### src/design/i2cts_pkg.sv
// Package: types, codes and helpers shared by the I2C transaction sequencer.
`timescale 1ns / 1ps
`default_nettype none
package i2cts_pkg;

  localparam logic [1:0] FUNC_WRITE   = 2'd0;
  localparam logic [1:0] FUNC_READ    = 2'd1;
  localparam logic [1:0] FUNC_REGREAD = 2'd2;
  localparam logic [1:0] FUNC_STATUS  = 2'd3;

  // bus engine status codes, already divided by eight
  localparam logic [4:0] ST_BUS_ERR    = 5'd0;   // 0x00
  localparam logic [4:0] ST_START      = 5'd1;   // 0x08
  localparam logic [4:0] ST_RSTART     = 5'd2;   // 0x10
  localparam logic [4:0] ST_SLAW_NACK  = 5'd4;   // 0x20
  localparam logic [4:0] ST_TXDAT_NACK = 5'd6;   // 0x30
  localparam logic [4:0] ST_ARB_LOST   = 5'd7;   // 0x38
  localparam logic [4:0] ST_SLAR_NACK  = 5'd9;   // 0x48
  localparam logic [4:0] ST_RXDAT_NACK = 5'd11;  // 0x58

  localparam logic RW_WRITE = 1'b0;
  localparam logic RW_READ  = 1'b1;

  typedef enum logic [3:0] {
    PH_IDLE   = 4'd0,
    PH_W_SLA  = 4'd1,
    PH_W_DATA = 4'd2,
    PH_W_FIN  = 4'd3,
    PH_R_SLA  = 4'd4,
    PH_R_RECV = 4'd5,
    PH_R_FIN  = 4'd6,
    PH_G_SLAW = 4'd7,
    PH_G_REG  = 4'd8,
    PH_G_RS   = 4'd9,
    PH_G_SLAR = 4'd10,
    PH_G_RECV = 4'd11,
    PH_G_FIN  = 4'd12
  } phase_t;

  typedef enum logic [2:0] {
    CMD_NONE  = 3'd0,
    CMD_START = 3'd1,
    CMD_SEND  = 3'd2,
    CMD_RACK  = 3'd3,
    CMD_RNACK = 3'd4,
    CMD_STOP  = 3'd5
  } cmd_t;

  typedef struct packed {
    logic [1:0] func;
    logic [6:0] target_address;
    logic [7:0] write_byte;
    logic [4:0] status_code;
    logic [7:0] received_byte;
  } in_word_t;

  typedef struct packed {
    logic [2:0] bus_command;
    logic [7:0] tx_byte;
    logic       done_res;
    logic [7:0] read_data;
    logic       restarted;
  } out_word_t;

  typedef struct packed {
    phase_t     phase;
    logic [1:0] kind;
    logic [6:0] held_address;
    logic [7:0] held_byte;
    logic [7:0] captured_byte;
  } seq_state_t;

  function automatic phase_t first_phase(input logic [1:0] kind);
    phase_t ph;
    ph = PH_W_SLA;
    if (kind == FUNC_READ) ph = PH_R_SLA;
    else if (kind == FUNC_REGREAD) ph = PH_G_SLAW;
    return ph;
  endfunction

endpackage
`default_nettype wire

### src/design/i2c_master_transaction_sequencer.sv
// Top level: I2C master transaction sequencer with input and output word registers.
`timescale 1ns / 1ps
`default_nettype none
// Takes one word per cycle while in_ready is high: a request word (write, read
// or register read) or a bus engine status word, and returns exactly one result
// word per input word, in order. An accepted word lands in an input register;
// when the output register is free or being taken, the step logic updates the
// sequencer state and writes the bus command into the output register, which
// drives out_valid and out_data.
// Sustained throughput is one word per clock while out_ready is high, set by the
// single state update path between the two registers; while a finished result
// waits on out_ready, the input register takes one more word, then holds in_ready low.
module i2c_master_transaction_sequencer import i2cts_pkg::*; (
  input  wire       clk,
  input  wire       rst_n,
  input  wire       in_valid,
  output logic      in_ready,
  input  in_word_t  in_data,
  output logic      out_valid,
  input  wire       out_ready,
  output out_word_t out_data
);

  logic       in_valid_r;
  in_word_t   in_word_r;
  logic       out_valid_r;
  out_word_t  out_word_r;
  seq_state_t state_r;
  seq_state_t state_nxt;
  out_word_t  res;
  logic       advance;
  logic       fire;

  i2cts_step u_step (
    .st     (state_r),
    .word   (in_word_r),
    .st_nxt (state_nxt),
    .res    (res)
  );

  assign advance   = !out_valid_r || out_ready;
  assign fire      = in_valid_r && advance;
  assign in_ready  = !in_valid_r || advance;
  assign out_valid = out_valid_r;
  assign out_data  = out_word_r;

  always_ff @(posedge clk) begin
    if (!rst_n) begin
      in_valid_r  <= 1'b0;
      out_valid_r <= 1'b0;
      state_r     <= '{phase: PH_IDLE, kind: 2'd0, held_address: 7'd0,
                       held_byte: 8'd0, captured_byte: 8'd0};
    end else begin
      if (in_ready) begin
        in_valid_r <= in_valid;
      end
      if (advance) begin
        out_valid_r <= in_valid_r;
      end
      if (fire) begin
        state_r <= state_nxt;
      end
    end
  end

  always_ff @(posedge clk) begin
    if (in_ready && in_valid) begin
      in_word_r <= in_data;
    end
    if (fire) begin
      out_word_r <= res;
    end
  end

  a_done_is_stop: assert property (@(posedge clk) disable iff (!rst_n)
    out_valid_r && out_word_r.done_res |-> out_word_r.bus_command == CMD_STOP)
    else $error("done without stop");

  a_restart_is_start: assert property (@(posedge clk) disable iff (!rst_n)
    out_valid_r && out_word_r.restarted |-> out_word_r.bus_command == CMD_START)
    else $error("restart without start");

  a_done_goes_idle: assert property (@(posedge clk) disable iff (!rst_n)
    fire && res.done_res |=> state_r.phase == PH_IDLE)
    else $error("phase not idle after done");

  a_read_data_tracks: assert property (@(posedge clk) disable iff (!rst_n)
    fire |=> out_word_r.read_data == state_r.captured_byte)
    else $error("read data out of step with captured byte");

endmodule
`default_nettype wire

### src/design/i2cts_step.sv
// Step logic: next sequencer state and bus command for one word.
`timescale 1ns / 1ps
`default_nettype none
module i2cts_step import i2cts_pkg::*; (
  input  seq_state_t st,
  input  in_word_t   word,
  output seq_state_t st_nxt,
  output out_word_t  res
);

  logic       restart;
  logic       start_ok;
  logic       err;
  cmd_t       cmd;
  logic [7:0] tx;
  logic       done;
  logic [7:0] sla_w;
  logic [7:0] sla_r;

  assign start_ok = (word.status_code == ST_START) || (word.status_code == ST_RSTART);
  assign err      = (word.status_code == ST_ARB_LOST) || (word.status_code == ST_BUS_ERR);
  assign sla_w    = {st.held_address, RW_WRITE};
  assign sla_r    = {st.held_address, RW_READ};

  always_comb begin
    st_nxt  = st;
    cmd     = CMD_NONE;
    tx      = 8'd0;
    done    = 1'b0;
    restart = 1'b0;
    if (word.func != FUNC_STATUS) begin
      st_nxt.kind         = word.func;
      st_nxt.held_address = word.target_address;
      st_nxt.held_byte    = word.write_byte;
      st_nxt.phase        = first_phase(word.func);
      cmd                 = CMD_START;
    end else if (st.phase == PH_IDLE || st.phase > PH_G_FIN) begin
      st_nxt.phase = PH_IDLE;
    end else if (err) begin
      restart = 1'b1;
    end else begin
      unique case (st.phase)
        PH_W_SLA, PH_R_SLA, PH_G_SLAW: begin
          if (!start_ok) begin
            restart = 1'b1;
          end else begin
            cmd = CMD_SEND;
            if (st.phase == PH_W_SLA) begin
              tx = sla_w;
              st_nxt.phase = PH_W_DATA;
            end else if (st.phase == PH_R_SLA) begin
              tx = sla_r;
              st_nxt.phase = PH_R_RECV;
            end else begin
              tx = sla_w;
              st_nxt.phase = PH_G_REG;
            end
          end
        end
        PH_W_DATA, PH_G_REG: begin
          if (word.status_code == ST_SLAW_NACK) begin
            restart = 1'b1;
          end else begin
            cmd = CMD_SEND;
            tx  = st.held_byte;
            st_nxt.phase = (st.phase == PH_W_DATA) ? PH_W_FIN : PH_G_RS;
          end
        end
        PH_W_FIN: begin
          if (word.status_code == ST_TXDAT_NACK) begin
            restart = 1'b1;
          end else begin
            cmd  = CMD_STOP;
            done = 1'b1;
            st_nxt.phase = PH_IDLE;
          end
        end
        PH_R_RECV: begin
          if (word.status_code == ST_SLAR_NACK) begin
            restart = 1'b1;
          end else begin
            cmd = CMD_RACK;
            st_nxt.phase = PH_R_FIN;
          end
        end
        PH_R_FIN: begin
          if (word.status_code == ST_RXDAT_NACK) begin
            restart = 1'b1;
          end else begin
            st_nxt.captured_byte = word.received_byte;
            cmd  = CMD_STOP;
            done = 1'b1;
            st_nxt.phase = PH_IDLE;
          end
        end
        PH_G_RS: begin
          cmd = CMD_START;
          st_nxt.phase = PH_G_SLAR;
        end
        PH_G_SLAR: begin
          if (!start_ok) begin
            restart = 1'b1;
          end else begin
            cmd = CMD_SEND;
            tx  = sla_r;
            st_nxt.phase = PH_G_RECV;
          end
        end
        PH_G_RECV: begin
          if (word.status_code == ST_SLAR_NACK) begin
            cmd     = CMD_START;
            restart = 1'b1;
            st_nxt.phase = PH_G_SLAR;
          end else begin
            cmd = CMD_RNACK;
            st_nxt.phase = PH_G_FIN;
          end
        end
        default: begin
          st_nxt.captured_byte = word.received_byte;
          cmd  = CMD_STOP;
          done = 1'b1;
          st_nxt.phase = PH_IDLE;
        end
      endcase
    end
    if (restart && cmd == CMD_NONE) begin
      cmd = CMD_START;
      st_nxt.phase = first_phase(st.kind);
    end
  end

  always_comb begin
    res.bus_command = cmd;
    res.tx_byte     = tx;
    res.done_res    = done;
    res.read_data   = st_nxt.captured_byte;
    res.restarted   = restart;
  end

endmodule
`default_nettype wire

### config.mk
export PLATFORM = sky130hd
export DESIGN_NAME = i2c_master_transaction_sequencer
export DESIGN_NICKNAME = d
export VERILOG_FILES = /design/src/design/i2cts_pkg.sv /design/src/design/i2c_master_transaction_sequencer.sv /design/src/design/i2cts_step.sv
export SDC_FILE = /design/constraint.sdc
export NUM_CORES = 1
export LEC_CHECK = 0
export BUFFER_PORTS_ARGS = -buffer_cell sky130_fd_sc_hd__buf_2
export CAP_MARGIN = 20
export CORE_UTILIZATION = 50
export CTS_BUF_LIST = sky130_fd_sc_hd__clkbuf_16
export DETAILED_ROUTE_END_ITERATION = 10
export PLACE_DENSITY = 0.74
export SYNTH_ARGS = -nofsm -noshare
export SYNTH_HDL_FRONTEND = slang
export SYNTH_HIERARCHICAL = 1
export SYNTH_SLANG_ARGS = --single-unit
### constraint.sdc
create_clock -name clk -period 2.2 [get_ports clk]
set_input_delay 0.22 -clock clk [delete_from_list [all_inputs] [get_ports clk]]
set_output_delay 0.22 -clock clk [all_outputs]
set_load 0.05 [all_outputs]
==> flow_metrics.env <==
export IMPL_status="finished with violations"
export IMPL_violations="negative setup slack"
export IMPL_yosysTopAreaCell="edfxtp_1"
export IMPL_synth_common_cells="nand2_1, edfxtp_1, dfxtp_1, mux2i_1, mux2_2"
export IMPL_final_nets=536
export IMPL_multi_input_area_sq_mm=0.001858
export IMPL_syn_num_nets=418
export IMPL_synth_xor_area_share_pct=0.6321
export IMPL_grt_pass1_wl_um=16060
export IMPL_finalHoldViolCount=0
export IMPL_async_reset_ff_share_pct=0
export IMPL_areaGrowthSynthToFinish_pct=32.42
export IMPL_drt_iter0_markers=250
export IMPL_cts_htree_levels=3
export IMPL_hold_class="input pin to register"
export IMPL_leakagePower_nw=2.182
export IMPL_worst_setup_path_start_kind="register"
export IMPL_dpl_hpwl_um=6490
export IMPL_route_final_wire_length_um=10160
export IMPL_die_y_um=93.18
export IMPL_ys_flop_type="edfxtp_1"
export IMPL_route_detailed_drc=0
export IMPL_ios=57
export IMPL_vias_per_cell=5.530
export IMPL_synth_compound_area_share_pct=10.14
export IMPL_dieArea_sq_mm=0.008682
export IMPL_nFillCells=567
export IMPL_antenna_found_initial=0
export IMPL_yosysWarnings=6
export IMPL_ant_nets=0
export IMPL_drv_slew=0
export IMPL_synth_top_family_by_area="simple AND/OR/NAND/NOR gates"
export IMPL_n_antenna_cell=0
export IMPL_critPathCaptureType="register"
export IMPL_synthMostInstantiatedCell="nand2_1"
export IMPL_cts_root_buf="clkbuf_16"
export IMPL_worst_slew_pin_slew_ps=578.7
export IMPL_fin_skew_ps=8.244
export IMPL_synth_seq_cells=82
export IMPL_synthDistinctLibCells=60
export IMPL_crit_arrival_ps=2450
export IMPL_die_width_um=93.18
export IMPL_finalPower_w=0.003934
export IMPL_synth_edf_count=51
export IMPL_rsz0062_at_grt="yes"
export IMPL_cts_sinks=82
export IMPL_grt_overflow_total=0
export IMPL_coreArea_sq_mm=0.007888
export IMPL_cts_buffer_depth=2
export IMPL_max_freq_ghz=0.4227
export IMPL_peakVddDrop_mv=0.5337
export IMPL_worstSkewPairLatency_ps=340
export IMPL_whs_ps=53.96
export IMPL_avgSynthCellArea_sq_um=10.97
export IMPL_grt_pass1_vias=3220
export IMPL_rows=32
export IMPL_syn_area_sq_mm=0.004156
export IMPL_cap_violations=0
export IMPL_fin_crit_sh_pct=107.5
export IMPL_synth_area_top_cells="edfxtp_1, dfxtp_1, mux2i_1"
export IMPL_yosysSeqAreaShare_pct=51.78
export IMPL_num_vias=3340
export IMPL_grt_max_degree=61
export IMPL_synthAdderAreaFrac_pct=1.505
export IMPL_relSlewSlack_pct=61.42
export IMPL_clk_pin_slew_ps=70
export IMPL_port_buffers=56
export IMPL_wl_per_cell_um=16.82
export IMPL_drive_above_1_share_pct=42.63
export IMPL_start_util_pct=52.70
export IMPL_fin_ws_ps=-166.0
export IMPL_netlist_instances=379
export IMPL_synth_top_area_share_pct=36.85
export IMPL_synthMuxAreaShare_pct=14.06
export IMPL_crit_type="register to register"
export IMPL_finalSetupViolCount=6
export IMPL_period_needed_ps=2366
export IMPL_cts_tree="yes"
export IMPL_globalplace_congestion=0.9333
export IMPL_cts_buffers=9
export IMPL_cts_hold_fix_buffers=0
export IMPL_regArea_sq_mm=0.002165
export IMPL_yosys_area_share_simple_pct=15.14
export IMPL_track_usage_pct=24.34
export IMPL_cp_max_fo=5
export IMPL_drtPass1Iterations=5
export IMPL_p_per_area_mw_per_mm2=714.7
export IMPL_required_ps=2280
-- state kept, by name (all words and copies together), names as in the netlist --
signal      cells
in_valid_r      1
out_valid       1
in_word_r      30
out_data       21
state_r        29
-- routing by layer --
metal  up-vias  GRT usage, %  wire length (um)
met5         -             0                 0
met4         0         11.15               280
met3        20         4.797               547
met2       121         39.83              5017
met1      1607         31.09              4311
li1       1592             -                 -
-- power by group --
| part | internal, W | switching, W | leakage, nW |
|---|---|---|---|
| Sequential | 0.00170 | 0.0000362 | 0.747 |
| Clock | 0.00102 | 0.000669 | 0.160 |
| Combinational | 0.000227 | 0.000278 | 1.27 |
-- logic make-up (layout without fill, tap and decap cells) --
family                     after synthesis  in the layout
DFF                                     82             82
adders and majority gates                5              5
xor gates and xnor gates                 3              3
muxes                                   55             55
and+or+nand+nor                        132            132
buffers and inverters                   43            166
AOI/OAI and AO/OA                       59             59
-- metrics by stage --
stage	util (%)	area, sq um	setup TNS [ps]	setup WS (ps)	cells
2_1_floorplan	-	4165	0	0.5607	379
4_1_cts	68.96	5439	-932.3	-100.6	602
3_3_place_gp	61.10	4820	-1874	-211.5	563
6_report	69.78	5504	-654.6	-166.0	604
3_5_place_dp	61.10	4820	-1637	-232.2	563
5_1_grt	69.78	5504	-1531	-237.4	604
-- worst paths after layout --
kind	slack, ps	depth (start not counted)	from	to
setup / recovery	-170	8	in_word_r[10]	out_data[18]
hold / removal	50	1	in_data[19]	in_word_r[19]
setup reg to reg	-170	8	in_word_r[10]	out_data[18]
hold reg to reg	460	2	state_r[1]	state_r[1]
-- layout by cell type (no fill, tap or decap), types with 3 or more instances in the layout --
cell type  Yosys  final
a32oi_1        3      3
inv_1          8      8
mux2_4         1      9
buf_4         11     76
dfxtp_1       31     27
nand2b_1       3      3
o22ai_1        3      3
nor2b_1        4      4
a21oi_1        8      6
buf_12         3      4
nor2_1        19     15
nand2_1       74     74
o21a_1         3      3
clkbuf_16      0      9
mux2i_1       31     31
buf_6          3      5
a22oi_1        9      9
ha_1           5      4
and3_1         4      4
nor2_2         2      6
buf_2          5     56
mux2_2        23     15
nand4_1        4      4
dfxtp_4        0      3
nor3_1         6      6
o21ai_0       10     10
edfxtp_1      51     51
-- cell type report --
| type | count | share of cell area [%] |
|---|---|---|
| Clock inverter | 7 | 1.955 |
| Timing Repair Buffer | 141 | 17.94 |
| Clock buffer | 9 | 4.092 |
| Sequential cell | 82 | 39.33 |
| Multi-Input combinational cell | 254 | 33.76 |
| Tap cell | 102 | 2.319 |
| Inverter | 9 | 0.6138 |
-- timing repair --
| item | CTS | global route |
|---|---|---|
| pin swaps | 10 | 7 |
| gates cloned | 0 | 0 |
| resized for setup | 31 | 9 |
| buffers inserted | 23 | 5 |
| endpoints found under the setup margin | 29 | 31 |
-- worst max-delay path, stage by stage (launching register included) --
cell and delay [ps]:
edfxtp_1 450, nor4b_4 180, buf_4 160, and3_1 160, o311a_1 330, a211o_1 300
buf_4 140, buf_4 120, or2_2 280
(Power assumes the default switching activity.)
